--- src/rtl/core/det_pkg.sv ---
// ----------------------------------------------------------------------------
// det_pkg
// Shared types, constants and helpers for the directory entry table.
// ----------------------------------------------------------------------------
package det_pkg;

  localparam int unsigned MAX_ENTRIES_DEF = 32;
  localparam int unsigned NAME_BYTES      = 8;
  localparam int unsigned ID_BITS         = 16;

  localparam int unsigned NAME_W = 8 * NAME_BYTES;
  localparam int unsigned ID_W   = ID_BITS;

  localparam int unsigned IN_NAME_W  = 64;
  localparam int unsigned IN_ID_W    = 16;
  localparam int unsigned OUT_ID_W   = 16;
  localparam int unsigned OUT_CNT_W  = 6;

  localparam int unsigned CMD_FIFO_DEPTH = 2;

  typedef enum logic [1:0] {
    MODE_INIT   = 2'd0,
    MODE_ADD    = 2'd1,
    MODE_DEL    = 2'd2,
    MODE_LOOKUP = 2'd3
  } mode_e;

  typedef enum logic [2:0] {
    ST_OK      = 3'd0,
    ST_DUP     = 3'd1,
    ST_NO_ID   = 3'd2,
    ST_NO_NAME = 3'd3,
    ST_FULL    = 3'd4
  } status_e;

  typedef enum logic [2:0] {
    S_IDLE,
    S_INIT1,
    S_SCAN,
    S_SHIFT,
    S_RESP
  } back_state_e;

  typedef struct packed {
    logic [NAME_W-1:0] name;
    logic [ID_W-1:0]   id;
  } entry_t;

  typedef struct packed {
    mode_e             op;
    logic [NAME_W-1:0] name;
    logic [ID_W-1:0]   eid;
    logic [ID_W-1:0]   pid;
  } cmd_t;

  // Keep bytes up to the first zero byte, at most NAME_BYTES of them.
  function automatic logic [NAME_W-1:0] name_cut(input logic [IN_NAME_W-1:0] v);
    logic [NAME_W-1:0] o;
    logic              live;
    o    = '0;
    live = 1'b1;
    for (int b = 0; b < NAME_BYTES; b++) begin
      if (v[8*b +: 8] == 8'h00) live = 1'b0;
      if (live) o[8*b +: 8] = v[8*b +: 8];
    end
    return o;
  endfunction

  localparam logic [NAME_W-1:0] NAME_DOTDOT = name_cut(64'h2E2E);
  localparam logic [NAME_W-1:0] NAME_DOT    = name_cut(64'h002E);

endpackage

--- src/rtl/core/det_front.sv ---
// ----------------------------------------------------------------------------
// det_front
// Input side: takes transactions, normalizes names and ids, builds commands.
// ----------------------------------------------------------------------------
module det_front (
  input  logic                          in_valid_i,
  output logic                          in_stall_o,
  input  logic [1:0]                    mode_i,
  input  logic [det_pkg::IN_NAME_W-1:0] entry_name_i,
  input  logic [det_pkg::IN_ID_W-1:0]   entry_id_i,
  input  logic [det_pkg::IN_ID_W-1:0]   parent_id_i,
  input  logic                          q_full_i,
  output logic                          push_o,
  output det_pkg::cmd_t                 cmd_o
);

  assign in_stall_o = q_full_i;
  assign push_o     = in_valid_i && !q_full_i;

  always_comb begin
    cmd_o.op   = det_pkg::mode_e'(mode_i);
    // init stores fixed names, so the name field does not matter there
    cmd_o.name = det_pkg::name_cut(entry_name_i);
    cmd_o.eid  = det_pkg::ID_W'(entry_id_i);
    cmd_o.pid  = det_pkg::ID_W'(parent_id_i);
  end

endmodule

--- src/rtl/core/det_cmd_fifo.sv ---
// ----------------------------------------------------------------------------
// det_cmd_fifo
// Short command queue between front and back.
// ----------------------------------------------------------------------------
module det_cmd_fifo (
  input  logic          clk_i,
  input  logic          rst_ni,
  input  logic          push_i,
  input  det_pkg::cmd_t cmd_i,
  output logic          full_o,
  input  logic          pop_i,
  output logic          vld_o,
  output det_pkg::cmd_t cmd_o
);

  localparam int unsigned PW = (det_pkg::CMD_FIFO_DEPTH > 1) ?
                               $clog2(det_pkg::CMD_FIFO_DEPTH) : 1;
  localparam int unsigned CW = $clog2(det_pkg::CMD_FIFO_DEPTH + 1);
  localparam logic [PW-1:0] LAST = PW'(det_pkg::CMD_FIFO_DEPTH - 1);

  det_pkg::cmd_t slot_q [det_pkg::CMD_FIFO_DEPTH];
  logic [PW-1:0] wr_q, wr_d, rd_q, rd_d;
  logic [CW-1:0] cnt_q, cnt_d;
  logic          do_push, do_pop;

  assign full_o  = (cnt_q == CW'(det_pkg::CMD_FIFO_DEPTH));
  assign vld_o   = (cnt_q != '0);
  assign cmd_o   = slot_q[rd_q];
  assign do_push = push_i && !full_o;
  assign do_pop  = pop_i && vld_o;

  always_comb begin
    wr_d  = do_push ? ((wr_q == LAST) ? '0 : wr_q + 1'b1) : wr_q;
    rd_d  = do_pop  ? ((rd_q == LAST) ? '0 : rd_q + 1'b1) : rd_q;
    cnt_d = cnt_q + CW'(do_push) - CW'(do_pop);
  end

  always_ff @(posedge clk_i or negedge rst_ni) begin
    if (!rst_ni) begin
      wr_q  <= '0;
      rd_q  <= '0;
      cnt_q <= '0;
    end else begin
      wr_q  <= wr_d;
      rd_q  <= rd_d;
      cnt_q <= cnt_d;
    end
  end

  always_ff @(posedge clk_i) begin
    if (do_push) slot_q[wr_q] <= cmd_i;
  end

endmodule

--- src/rtl/core/det_back.sv ---
// ----------------------------------------------------------------------------
// det_back
// Execution side: scans and edits the entry memory, holds the result register.
// ----------------------------------------------------------------------------
module det_back #(
  parameter int unsigned MAX_ENTRIES = det_pkg::MAX_ENTRIES_DEF
) (
  input  logic                           clk_i,
  input  logic                           rst_ni,
  input  logic                           q_vld_i,
  input  det_pkg::cmd_t                  q_cmd_i,
  output logic                           q_pop_o,
  output logic                           out_valid_o,
  input  logic                           out_stall_i,
  output logic [2:0]                     status_o,
  output logic [det_pkg::OUT_ID_W-1:0]   found_id_o,
  output logic [det_pkg::OUT_CNT_W-1:0]  entry_count_o
);

  localparam int unsigned AW = (MAX_ENTRIES > 1) ? $clog2(MAX_ENTRIES) : 1;
  localparam int unsigned CW = $clog2(MAX_ENTRIES + 1);
  localparam logic [CW-1:0] CNT_MAX = CW'(MAX_ENTRIES);

  det_pkg::entry_t mem [MAX_ENTRIES];
  det_pkg::entry_t rd_q, wdata;
  logic            we;
  logic [AW-1:0]   waddr, raddr;

  det_pkg::back_state_e state_q, state_d;
  det_pkg::cmd_t        cmd_q, cmd_d;
  logic [CW-1:0]        cnt_q, cnt_d, iss_q, iss_d;
  logic                 pend_q, pend_d;
  logic [AW-1:0]        pidx_q, pidx_d;
  det_pkg::status_e     status_q, status_d;
  logic [det_pkg::ID_W-1:0] found_q, found_d;

  logic                 res_vld_q, res_vld_d;
  det_pkg::status_e     res_st_q, res_st_d;
  logic [det_pkg::ID_W-1:0] res_found_q, res_found_d;
  logic [CW-1:0]        res_cnt_q, res_cnt_d;

  logic scan_more, name_eq, id_eq, hit, miss, out_free;

  assign scan_more = (iss_q < cnt_q);
  assign name_eq   = (rd_q.name == cmd_q.name);
  assign id_eq     = (rd_q.id == cmd_q.eid);
  assign hit       = pend_q && ((cmd_q.op == det_pkg::MODE_DEL) ? id_eq : name_eq);
  assign miss      = !pend_q && !scan_more;
  assign out_free  = !res_vld_q || !out_stall_i;

  // next state
  always_comb begin
    state_d = state_q;
    case (state_q)
      det_pkg::S_IDLE: begin
        if (q_vld_i) begin
          state_d = (q_cmd_i.op == det_pkg::MODE_INIT) ? det_pkg::S_INIT1 : det_pkg::S_SCAN;
        end
      end
      det_pkg::S_INIT1: state_d = det_pkg::S_RESP;
      det_pkg::S_SCAN: begin
        if (hit) begin
          state_d = (cmd_q.op == det_pkg::MODE_DEL) ? det_pkg::S_SHIFT : det_pkg::S_RESP;
        end else if (miss) begin
          state_d = det_pkg::S_RESP;
        end
      end
      det_pkg::S_SHIFT: begin
        if (!pend_q && !scan_more) state_d = det_pkg::S_RESP;
      end
      det_pkg::S_RESP: begin
        if (out_free) state_d = det_pkg::S_IDLE;
      end
      default: state_d = det_pkg::S_IDLE;
    endcase
  end

  // datapath and memory control
  always_comb begin
    cmd_d       = cmd_q;
    cnt_d       = cnt_q;
    iss_d       = iss_q;
    pend_d      = 1'b0;
    pidx_d      = pidx_q;
    status_d    = status_q;
    found_d     = found_q;
    we          = 1'b0;
    waddr       = '0;
    wdata       = rd_q;
    raddr       = iss_q[AW-1:0];
    q_pop_o     = 1'b0;
    res_vld_d   = res_vld_q && out_stall_i;
    res_st_d    = res_st_q;
    res_found_d = res_found_q;
    res_cnt_d   = res_cnt_q;
    case (state_q)
      det_pkg::S_IDLE: begin
        if (q_vld_i) begin
          q_pop_o = 1'b1;
          cmd_d   = q_cmd_i;
          iss_d   = '0;
          found_d = '0;
          if (q_cmd_i.op == det_pkg::MODE_INIT) begin
            we         = 1'b1;
            waddr      = '0;
            wdata.name = det_pkg::NAME_DOTDOT;
            wdata.id   = q_cmd_i.pid;
          end
        end
      end
      det_pkg::S_INIT1: begin
        we         = 1'b1;
        waddr      = AW'(1);
        wdata.name = det_pkg::NAME_DOT;
        wdata.id   = cmd_q.eid;
        cnt_d      = CW'(2);
        status_d   = det_pkg::ST_OK;
      end
      det_pkg::S_SCAN: begin
        if (scan_more) begin
          iss_d  = iss_q + 1'b1;
          pend_d = 1'b1;
          pidx_d = iss_q[AW-1:0];
        end
        if (hit) begin
          case (cmd_q.op)
            det_pkg::MODE_DEL: begin
              iss_d  = CW'(pidx_q) + 1'b1;
              pend_d = 1'b0;
            end
            det_pkg::MODE_LOOKUP: begin
              found_d  = rd_q.id;
              status_d = det_pkg::ST_OK;
            end
            default: status_d = det_pkg::ST_DUP;
          endcase
        end else if (miss) begin
          case (cmd_q.op)
            det_pkg::MODE_DEL:    status_d = det_pkg::ST_NO_ID;
            det_pkg::MODE_LOOKUP: status_d = det_pkg::ST_NO_NAME;
            default: begin
              if (cnt_q >= CNT_MAX) begin
                status_d = det_pkg::ST_FULL;
              end else begin
                we         = 1'b1;
                waddr      = cnt_q[AW-1:0];
                wdata.name = cmd_q.name;
                wdata.id   = cmd_q.eid;
                cnt_d      = cnt_q + 1'b1;
                status_d   = det_pkg::ST_OK;
              end
            end
          endcase
        end
      end
      det_pkg::S_SHIFT: begin
        // read entry k+1, write it back at k in the next cycle
        if (scan_more) begin
          iss_d  = iss_q + 1'b1;
          pend_d = 1'b1;
          pidx_d = iss_q[AW-1:0];
        end
        if (pend_q) begin
          we    = 1'b1;
          waddr = pidx_q - 1'b1;
          wdata = rd_q;
        end else if (!scan_more) begin
          cnt_d    = cnt_q - 1'b1;
          status_d = det_pkg::ST_OK;
        end
      end
      det_pkg::S_RESP: begin
        if (out_free) begin
          res_vld_d   = 1'b1;
          res_st_d    = status_q;
          res_found_d = found_q;
          res_cnt_d   = cnt_q;
        end
      end
      default: ;
    endcase
  end

  always_ff @(posedge clk_i or negedge rst_ni) begin
    if (!rst_ni) begin
      state_q   <= det_pkg::S_IDLE;
      cnt_q     <= '0;
      pend_q    <= 1'b0;
      res_vld_q <= 1'b0;
    end else begin
      state_q   <= state_d;
      cnt_q     <= cnt_d;
      pend_q    <= pend_d;
      res_vld_q <= res_vld_d;
    end
  end

  always_ff @(posedge clk_i) begin
    cmd_q       <= cmd_d;
    iss_q       <= iss_d;
    pidx_q      <= pidx_d;
    status_q    <= status_d;
    found_q     <= found_d;
    res_st_q    <= res_st_d;
    res_found_q <= res_found_d;
    res_cnt_q   <= res_cnt_d;
  end

  always_ff @(posedge clk_i) begin
    if (we) mem[waddr] <= wdata;
    rd_q <= mem[raddr];
  end

  assign out_valid_o   = res_vld_q;
  assign status_o      = res_st_q;
  assign found_id_o    = det_pkg::OUT_ID_W'(res_found_q);
  assign entry_count_o = det_pkg::OUT_CNT_W'(res_cnt_q);

  a_cnt_bound: assert property (@(posedge clk_i) disable iff (!rst_ni)
    cnt_q <= CNT_MAX)
    else $error("entry count above table size");

  a_res_from_resp: assert property (@(posedge clk_i) disable iff (!rst_ni)
    (res_vld_d && !(res_vld_q && out_stall_i)) |-> (state_q == det_pkg::S_RESP))
    else $error("result loaded outside response state");

  a_full_at_max: assert property (@(posedge clk_i) disable iff (!rst_ni)
    (res_vld_q && res_st_q == det_pkg::ST_FULL) |-> (res_cnt_q == CNT_MAX))
    else $error("table full reported below capacity");

  a_found_ok: assert property (@(posedge clk_i) disable iff (!rst_ni)
    (res_vld_q && res_found_q != '0) |-> (res_st_q == det_pkg::ST_OK))
    else $error("nonzero id with failing status");

  a_shift_cnt: assert property (@(posedge clk_i) disable iff (!rst_ni)
    (state_q == det_pkg::S_SHIFT && (pend_q || scan_more)) |=> $stable(cnt_q))
    else $error("count changed in the middle of a shift");

endmodule

--- src/rtl/core/directory_entry_table.sv ---
// ----------------------------------------------------------------------------
// directory_entry_table
// Ordered table of directory entries (name, inode id) with init, add,
// delete-by-id and lookup-by-name.
// ----------------------------------------------------------------------------
// Usage:
//   Input channel in_valid_i/in_stall_o carries one command per transaction:
//   mode_i, entry_name_i, entry_id_i, parent_id_i. Output channel
//   out_valid_o/out_stall_i carries one result per command: status_o,
//   found_id_o, entry_count_o. Results come back in command order.
//   A two-entry command queue sits between the input side and the
//   executor, so commands can be taken while a result waits.
//   The executor takes one command at a time and pops the next only after
//   the result of the one before has been loaded. With n entries in the
//   table it reads the entry memory one entry per cycle: add and lookup
//   scan up to n entries; delete scans to the hit, then shifts the rest.
//   A full table holds MAX_ENTRIES entries, 32 by default.
//   Reset empties the table (count zero) and the queue; memory contents are
//   left as they are and never read before being written.
//   While out_stall_i is high the result holds; the executor waits after
//   its next command and the queue then fills and raises in_stall_o.
// ----------------------------------------------------------------------------
module directory_entry_table #(
  parameter int unsigned MAX_ENTRIES = det_pkg::MAX_ENTRIES_DEF
) (
  input  logic                           clk_i,
  input  logic                           rst_ni,
  input  logic                           in_valid_i,
  output logic                           in_stall_o,
  input  logic [1:0]                     mode_i,
  input  logic [det_pkg::IN_NAME_W-1:0]  entry_name_i,
  input  logic [det_pkg::IN_ID_W-1:0]    entry_id_i,
  input  logic [det_pkg::IN_ID_W-1:0]    parent_id_i,
  output logic                           out_valid_o,
  input  logic                           out_stall_i,
  output logic [2:0]                     status_o,
  output logic [det_pkg::OUT_ID_W-1:0]   found_id_o,
  output logic [det_pkg::OUT_CNT_W-1:0]  entry_count_o
);

  logic          q_full, push, q_vld, q_pop;
  det_pkg::cmd_t push_cmd, q_cmd;

  det_front u_front (
    .in_valid_i   (in_valid_i),
    .in_stall_o   (in_stall_o),
    .mode_i       (mode_i),
    .entry_name_i (entry_name_i),
    .entry_id_i   (entry_id_i),
    .parent_id_i  (parent_id_i),
    .q_full_i     (q_full),
    .push_o       (push),
    .cmd_o        (push_cmd)
  );

  det_cmd_fifo u_fifo (
    .clk_i  (clk_i),
    .rst_ni (rst_ni),
    .push_i (push),
    .cmd_i  (push_cmd),
    .full_o (q_full),
    .pop_i  (q_pop),
    .vld_o  (q_vld),
    .cmd_o  (q_cmd)
  );

  det_back #(
    .MAX_ENTRIES (MAX_ENTRIES)
  ) u_back (
    .clk_i         (clk_i),
    .rst_ni        (rst_ni),
    .q_vld_i       (q_vld),
    .q_cmd_i       (q_cmd),
    .q_pop_o       (q_pop),
    .out_valid_o   (out_valid_o),
    .out_stall_i   (out_stall_i),
    .status_o      (status_o),
    .found_id_o    (found_id_o),
    .entry_count_o (entry_count_o)
  );

endmodule
--- config.mk ---
export PLATFORM = sky130hd
export DESIGN_NAME = directory_entry_table
export DESIGN_NICKNAME = d
export VERILOG_FILES = /design/src/rtl/core/det_pkg.sv /design/src/rtl/core/det_front.sv /design/src/rtl/core/det_cmd_fifo.sv /design/src/rtl/core/det_back.sv /design/src/rtl/core/directory_entry_table.sv
export SDC_FILE = /design/constraint.sdc
export NUM_CORES = 2
export LEC_CHECK = 0
export BUFFER_PORTS_ARGS = -buffer_cell sky130_fd_sc_hd__buf_2
export CAP_MARGIN = 10
export CELL_PAD_IN_SITES_DETAIL_PLACEMENT = 0
export CELL_PAD_IN_SITES_GLOBAL_PLACEMENT = 2
export CORE_ASPECT_RATIO = 1.1
export CORE_MARGIN = 3
export CORE_UTILIZATION = 40
export DETAILED_ROUTE_END_ITERATION = 8
export MAX_ROUTING_LAYER = met4
export PLACE_DENSITY_LB_ADDON = 0.15
export SLEW_MARGIN = 5
export SYNTH_ARGS = -nofsm -noshare
export SYNTH_HDL_FRONTEND = slang
export SYNTH_HIERARCHICAL = 1
export SYNTH_SLANG_ARGS = --single-unit
--- constraint.sdc ---
create_clock -name clk_i -period 7.3 [get_ports clk_i]
set_clock_uncertainty 0.05 [all_clocks]
set_input_delay 1.46 -clock clk_i [delete_from_list [all_inputs] [get_ports clk_i]]
set_output_delay 1.46 -clock clk_i [all_outputs]
set_load 0.1 [all_outputs]
# == Word-level counts from Yosys, hierarchy flattened ==
# Memories as Yosys holds them, arrays and structs flattened. A register that Yosys moved wholly into a read port is not among the register bits.
# Index checks and enable logic that the tools add are counted.
# op_classes
shifts,0
div,0
n_reduce_logical,36
n_mul,0
n_mux,83
n_eq_ne,21
magnitude_cmp,2
bitwise_logic,0
n_addsub,9
# op_table
op,n
$mux 80,6
$pmux 80 s3,1
$eq 64x64->1,1
$logic_not 8->1,8
$mux 8,8
$mux 6,10
$mux 16,3
$pmux 6 s3,2
$pmux 16 s2,1
$mux 3,10
$mux 1,29
$mux 5,5
$eq 16x16->1,1
$pmux 3 s5,1
$pmux 5 s3,1
$add 6x1->6 const B,2
$ne 2x2->1 const B,6
$pmux 3 s2,2
$reduce_and 2->1,5
$pmux 3 s3,1
$ne 2x1->1 const B,4
$reduce_and 7->1,1
$add 5x1->6 const B,1
$eq 2x2->1 const B,3
25 further kinds,39
# totals
ff_bits,152
rom_bits,0
mem_count,2
latch_bits,0
out_inout_bits,27
inputBits,102
word_cells,170
ram_bits,2756
# memory_table
name,words,width,read_ports,rd_clocked_by_memory_dff,write_ports,line,rtl
u_back.mem,32,80,1,1,1,det_back.sv:24,det_pkg::entry_t mem [MAX_ENTRIES];
u_fifo.slot_q,2,98,1,0,1,det_cmd_fifo.sv:21,det_pkg::cmd_t slot_q [det_pkg::CMD_FIFO_DEPTH];

# == Longest topological paths before layout ==
# logic_depth
ltp_word,10
depth_mapped,11
mapped_depth_nobuf,10

# == By module ==
# Netlist, hierarchy kept.
# modules_own_cells
module,n_inst,seq_area_each_um2,area_per_inst_um2,cells_per_inst
det_back,1,82864.5,107020.1,5072
det_cmd_fifo,1,5985.7,7300.8,323
det_front,1,0.0,977.2,166

# == Least setup slack after synthesis ==
# No wires, ideal clock.
# synth_timing
path_kind,input-to-reg
start,input port in_valid_i
end,"memory u_fifo/slot_q[0][0] in the netlist's numbering, enable pin"
t_arrival_ns,5.787
path_slack_ns,0.907
path_buffers,0
stages,3
setup_ns,0.555
required_ns,6.695
cell_sequence,nor2b_1 > nand2_1 > nor2_1
# synth_via
elab_chain_cells,4
# synth_rtl
element,line,rtl
start: declaration,directory_entry_table.sv:28,"input logic in_valid_i,"
$logic_and 1x1->1,det_front.sv:18,assign push_o = in_valid_i && !q_full_i;
$logic_and 1x1->1,det_cmd_fifo.sv:29,assign do_push = push_i && !full_o;
$mux 1,det_cmd_fifo.sv:51,if (do_push) slot_q[wr_q] <= cmd_i;
$mux 1 (not written as such),det_cmd_fifo.sv:51,
end: declaration,det_cmd_fifo.sv:21,
# Every way passes these cells.

# == Worst setup path in the final report ==
# layout_timing
start,register u_back.state_q[2]
end,"memory u_back/mem[15][22] in the netlist's numbering, enable pin"
# layout_via
elab_chain_cells,4
word_cells_on_any_way,8
cone_classes,eq/ne: 3; mux: 4; reduce/logical: 1
# layout_rtl
element,line,rtl
start: declaration,det_back.sv:29,"det_pkg::back_state_e state_q, state_d;"
start signal: assignment,det_back.sv:186,state_q <= det_pkg::S_IDLE;
start signal: assignment,det_back.sv:191,state_q <= state_d;
"$eq 3x2->1, or another cell as far along",det_back.sv:96,case (state_q)
$pmux 1 s4,det_back.sv:96,
$mux 1,det_back.sv:210,if (we) mem[waddr] <= wdata;
$mux 1 (not written as such),det_back.sv:210,
end: declaration,det_back.sv:24,
# Parallel ways exist; a longest one is shown, timed or not.

==> results.md <==
- Crit path DAT: between 5 and 6 ns
- Register area share after synthesis: 0.771
- Leading area contributor after synthesis: edfxtp_1
- Placed instance count: 9341
- Initial drt markers: approximately 5500
- Synth Cell Area: 0.115 mm2
- CTS Sinks: 2988
- CTS tree: done
- Area delta synth->final: 13.7%
- FF-to-FF Start: u_back/state_q[2]
- DRC: 0
- Port Buffers: 128
- CP Capture Type: flip-flop
- Maximum VDD drop: 326 uV
- # IOs: 129
- Fmax: 0.206 GHz
- Syn nets: 5678
- Largest net degree at the start of global routing: 112
- Synth top area cells: edfxtp_1, mux4_2, mux2i_1, mux2_2, dfxtp_1
- Synth Flop Type: edfxtp_1
- Final hold viol count: 0
- CTS buffer count: 317
- R2R Path End: u_back/mem[15][22]
- Setup CP Type: reg -> reg
- Xor and xnor area share after synthesis: 0.00752
- Fin area: 0.131 mm2
- FFs w/ async S/R, synth: 0.00502
- Routed len/inst: between 30 and 40 um
- Simple logic cell fraction of the synthesized area: 0.0259
- Final setup fails: 0
- Ys Warns: 6
- Pre-CTS setup slack: 2.43 ns
- Met2 global-route usage: 0.380
- Antenna violations before repair: 10
- WP data required: 7.78 ns
- Cell Area, Placed: 0.121 mm2
- Startpoint types: flip-flop
- Pwr Total: ~59 mW
- Die Y: 569 um
- Area share of the largest cell type after synthesis: 0.753
- Met3 Usage GRT: 0.0251
- Die area: approximately 0.3 mm2
- Power per standard cell area: 453 mW/mm2
- Seq cells post-synth: 2988
- R2R depth: 7
- Drt pass-1 iters: 5
- Final WL: approximately 320000 um
- Dpl hpwl: 165000 um
- Fin cells: 9922
- Main combinational cell family by area after synthesis: multiplexers
- Cell count after synthesis: about 5600
- CTS Buffer Depth: 4
- Mux contribution to synthesized area: 0.153
- Fin crit share: 0.666
- Adder-cell share of the synthesized area: 0.00169
- Most instantiated cells after synthesis: edfxtp_1, mux4_2, nand2_1, mux2i_1, mux2_2
- CORE AREA: 0.287 mm2
- Total number of vias: 55876
- Drt via density: 5.63
- GR Util met1: 0.292
- Clk slew on worst S/H paths: 0.06 ns
- Clk_lat worst skew: 0.88 ns
- HP Class: reg -> reg
- Status: completed
- Fin nets: 5934
- Max H-tree Level: 5
- Initial Util: 0.402
- PostCTS Resize Cnt: 0
- RSZ-0062 raised after global routing: no
- All-Layer GR Usage: 0.224
- Leak: 41.7 nW
- Most frequent cell after synthesis: edfxtp_1
- Hold buffers post-CTS: 0
- Remaining Overflow, GRT: 0
- Crit. Startpoint: u_back/state_q[2]
- CP max FO: 20
- Worst setup endpoint: u_back/mem[15][22]
- Minimum clock period: 4.86 ns
- Global-route wire length before repair: 454000 um
- Layout cells sized above 1: 0.258
- Setup TNS: 0 ns
- Rows: 206
- Worst Max-Slew Pin Slew: 1.29 ns
- Post-CTS Setup Bufs: 0
- Distinct cell type count after synthesis: between 60 and 70
- Setup ws final: 2.44 ns
- Die W: 518 um
- GPL Wtd Cong: between 0.7 and 0.8
- Compound-gate portion of the synthesized area: 0.0253
- Max_cap viols: 0
- Slew headroom: 0.137
- Antenna Nets Post-Route: 0
- Average size of a mapped cell: 20.7 um2
- FF-to-FF setup slack: roughly 2.4 ns
- Slew Viols, Final: 0
- Vias in the first global route: 57603
- Post-synth EDFFs: approximately 2900
- Clk root buf: clkbuf_16
- Most Used Layer, Global Route: met2
==> per-layer routing <==
metal / part of all wire / wire length (um)
met3: 0.044 / 14300
met4: 0.020 / 6460
met1: 0.42 / 136000
met2: 0.52 / 167000
met5: 0 / 0
==> per-stage QoR <==
| stage | utilization | hold WS [ns] |
|---|---|---|
| CTS | 0.457 | 0.373 |
| finish | 0.457 | 0.368 |
| detailed placement | 0.422 | 0.361 |
| global route | 0.457 | 0.385 |
| floorplan | - | 0.350 |
| global placement | 0.422 | 0.357 |
==> flip-flops by register name (all words and copies together) (netlist names), 5 cells and up <==
| name | count |
|---|---|
| u_back/entry_count_o | 6 |
| u_back/found_q | 16 |
| u_back/cmd_q | 82 |
| u_back/found_id_o | 16 |
| u_back/pidx_q | 5 |
| u_back/iss_q | 6 |
| u_back/mem | 2560 |
| u_fifo/slot_q | 196 |
| u_back/cnt_q | 6 |
| u_back/rd_q | 80 |
==> power by group <==
part           total, mW  switching (mW)  internal [mW]  leakage [nW]
sequential          26.1           0.956           25.1          27.1
clock               15.5            6.56           8.98          4.87
combinational       17.8            11.9           5.89          9.69
==> area by class of cell <==
| type | instances | area [um2] |
|---|---|---|
| fill | 24296 | 156000 |
| sequential | 2988 | 88900 |
| multi-input combinational | 2220 | 25000 |
| clock buffer | 429 | 8760 |
| tap | 3848 | 4810 |
| timing repair buffer | 274 | 2380 |
| clock inverter | 136 | 1150 |
| inverter | 16 | 60.1 |
| antenna | 11 | 27.5 |
==> cell usage in the layout, fill, tap and decap left out, types with 14 or more instances in the layout <==
master	netlist	routed
o21ai_0	109	109
mux2_2	202	202
o22ai_1	50	50
nand3_1	95	94
a21oi_1	109	108
nor3_1	23	19
xor2_1	82	82
bufinv_16	0	16
buf_12	0	46
clkbuf_1	145	84
clkinv_2	0	58
clkinv_1	0	46
ha_1	14	14
dfxtp_1	80	80
nand2_1	294	293
inv_1	16	16
clkbuf_8	0	17
o221ai_1	112	112
a221o_1	17	16
dfrtp_1	15	14
nor4_1	39	36
clkbuf_16	0	328
xnor2_1	17	17
buf_2	82	129
nor2_4	0	34
mux4_2	573	573
nor2b_1	20	20
edfxtp_1	2893	2893
buf_4	67	93
nor2_1	68	33
and3_1	52	51
mux2i_1	234	234
==> worst max-delay path: stages, from the launching register on <==
cell and delay (ns):
dfrtp_1 0.56, nand2b_1 0.46, nor2_1 0.69, nand2_1 0.25, o31ai_1 0.54, nand3_1 0.45, nor2_4 1.06, buf_4 0.44
==> logic make-up after synthesis <==
| logic type | count (synthesis) |
|---|---|
| xor gates and xnor gates | 99 |
| DFF | 2988 |
| buffers and inverters | 353 |
| muxes | 1019 |
| AOI/OAI and AO/OA | 447 |
| and+or+nand+nor | 640 |
| adders and majority gates | 15 |
==> worst min-delay path by stage <==
| stage | start | to | slack, ns | cells after the start |
|---|---|---|---|---|
| after floorplan | u_back/found_q[0] | u_back/found_id_o[0] | 0.35 | 0 |
| after global placement | u_back/status_q[0] | u_back/status_o[0] | 0.36 | 0 |
| after detailed placement | u_back/status_q[0] | u_back/status_o[0] | 0.36 | 0 |
| after CTS | u_back/status_q[0] | u_back/status_o[0] | 0.37 | 0 |
| after global routing | u_back/found_q[4] | u_back/found_id_o[4] | 0.39 | 0 |
| final | u_back/status_q[0] | u_back/status_o[0] | 0.37 | 0 |
(Power assumes the default switching activity.)
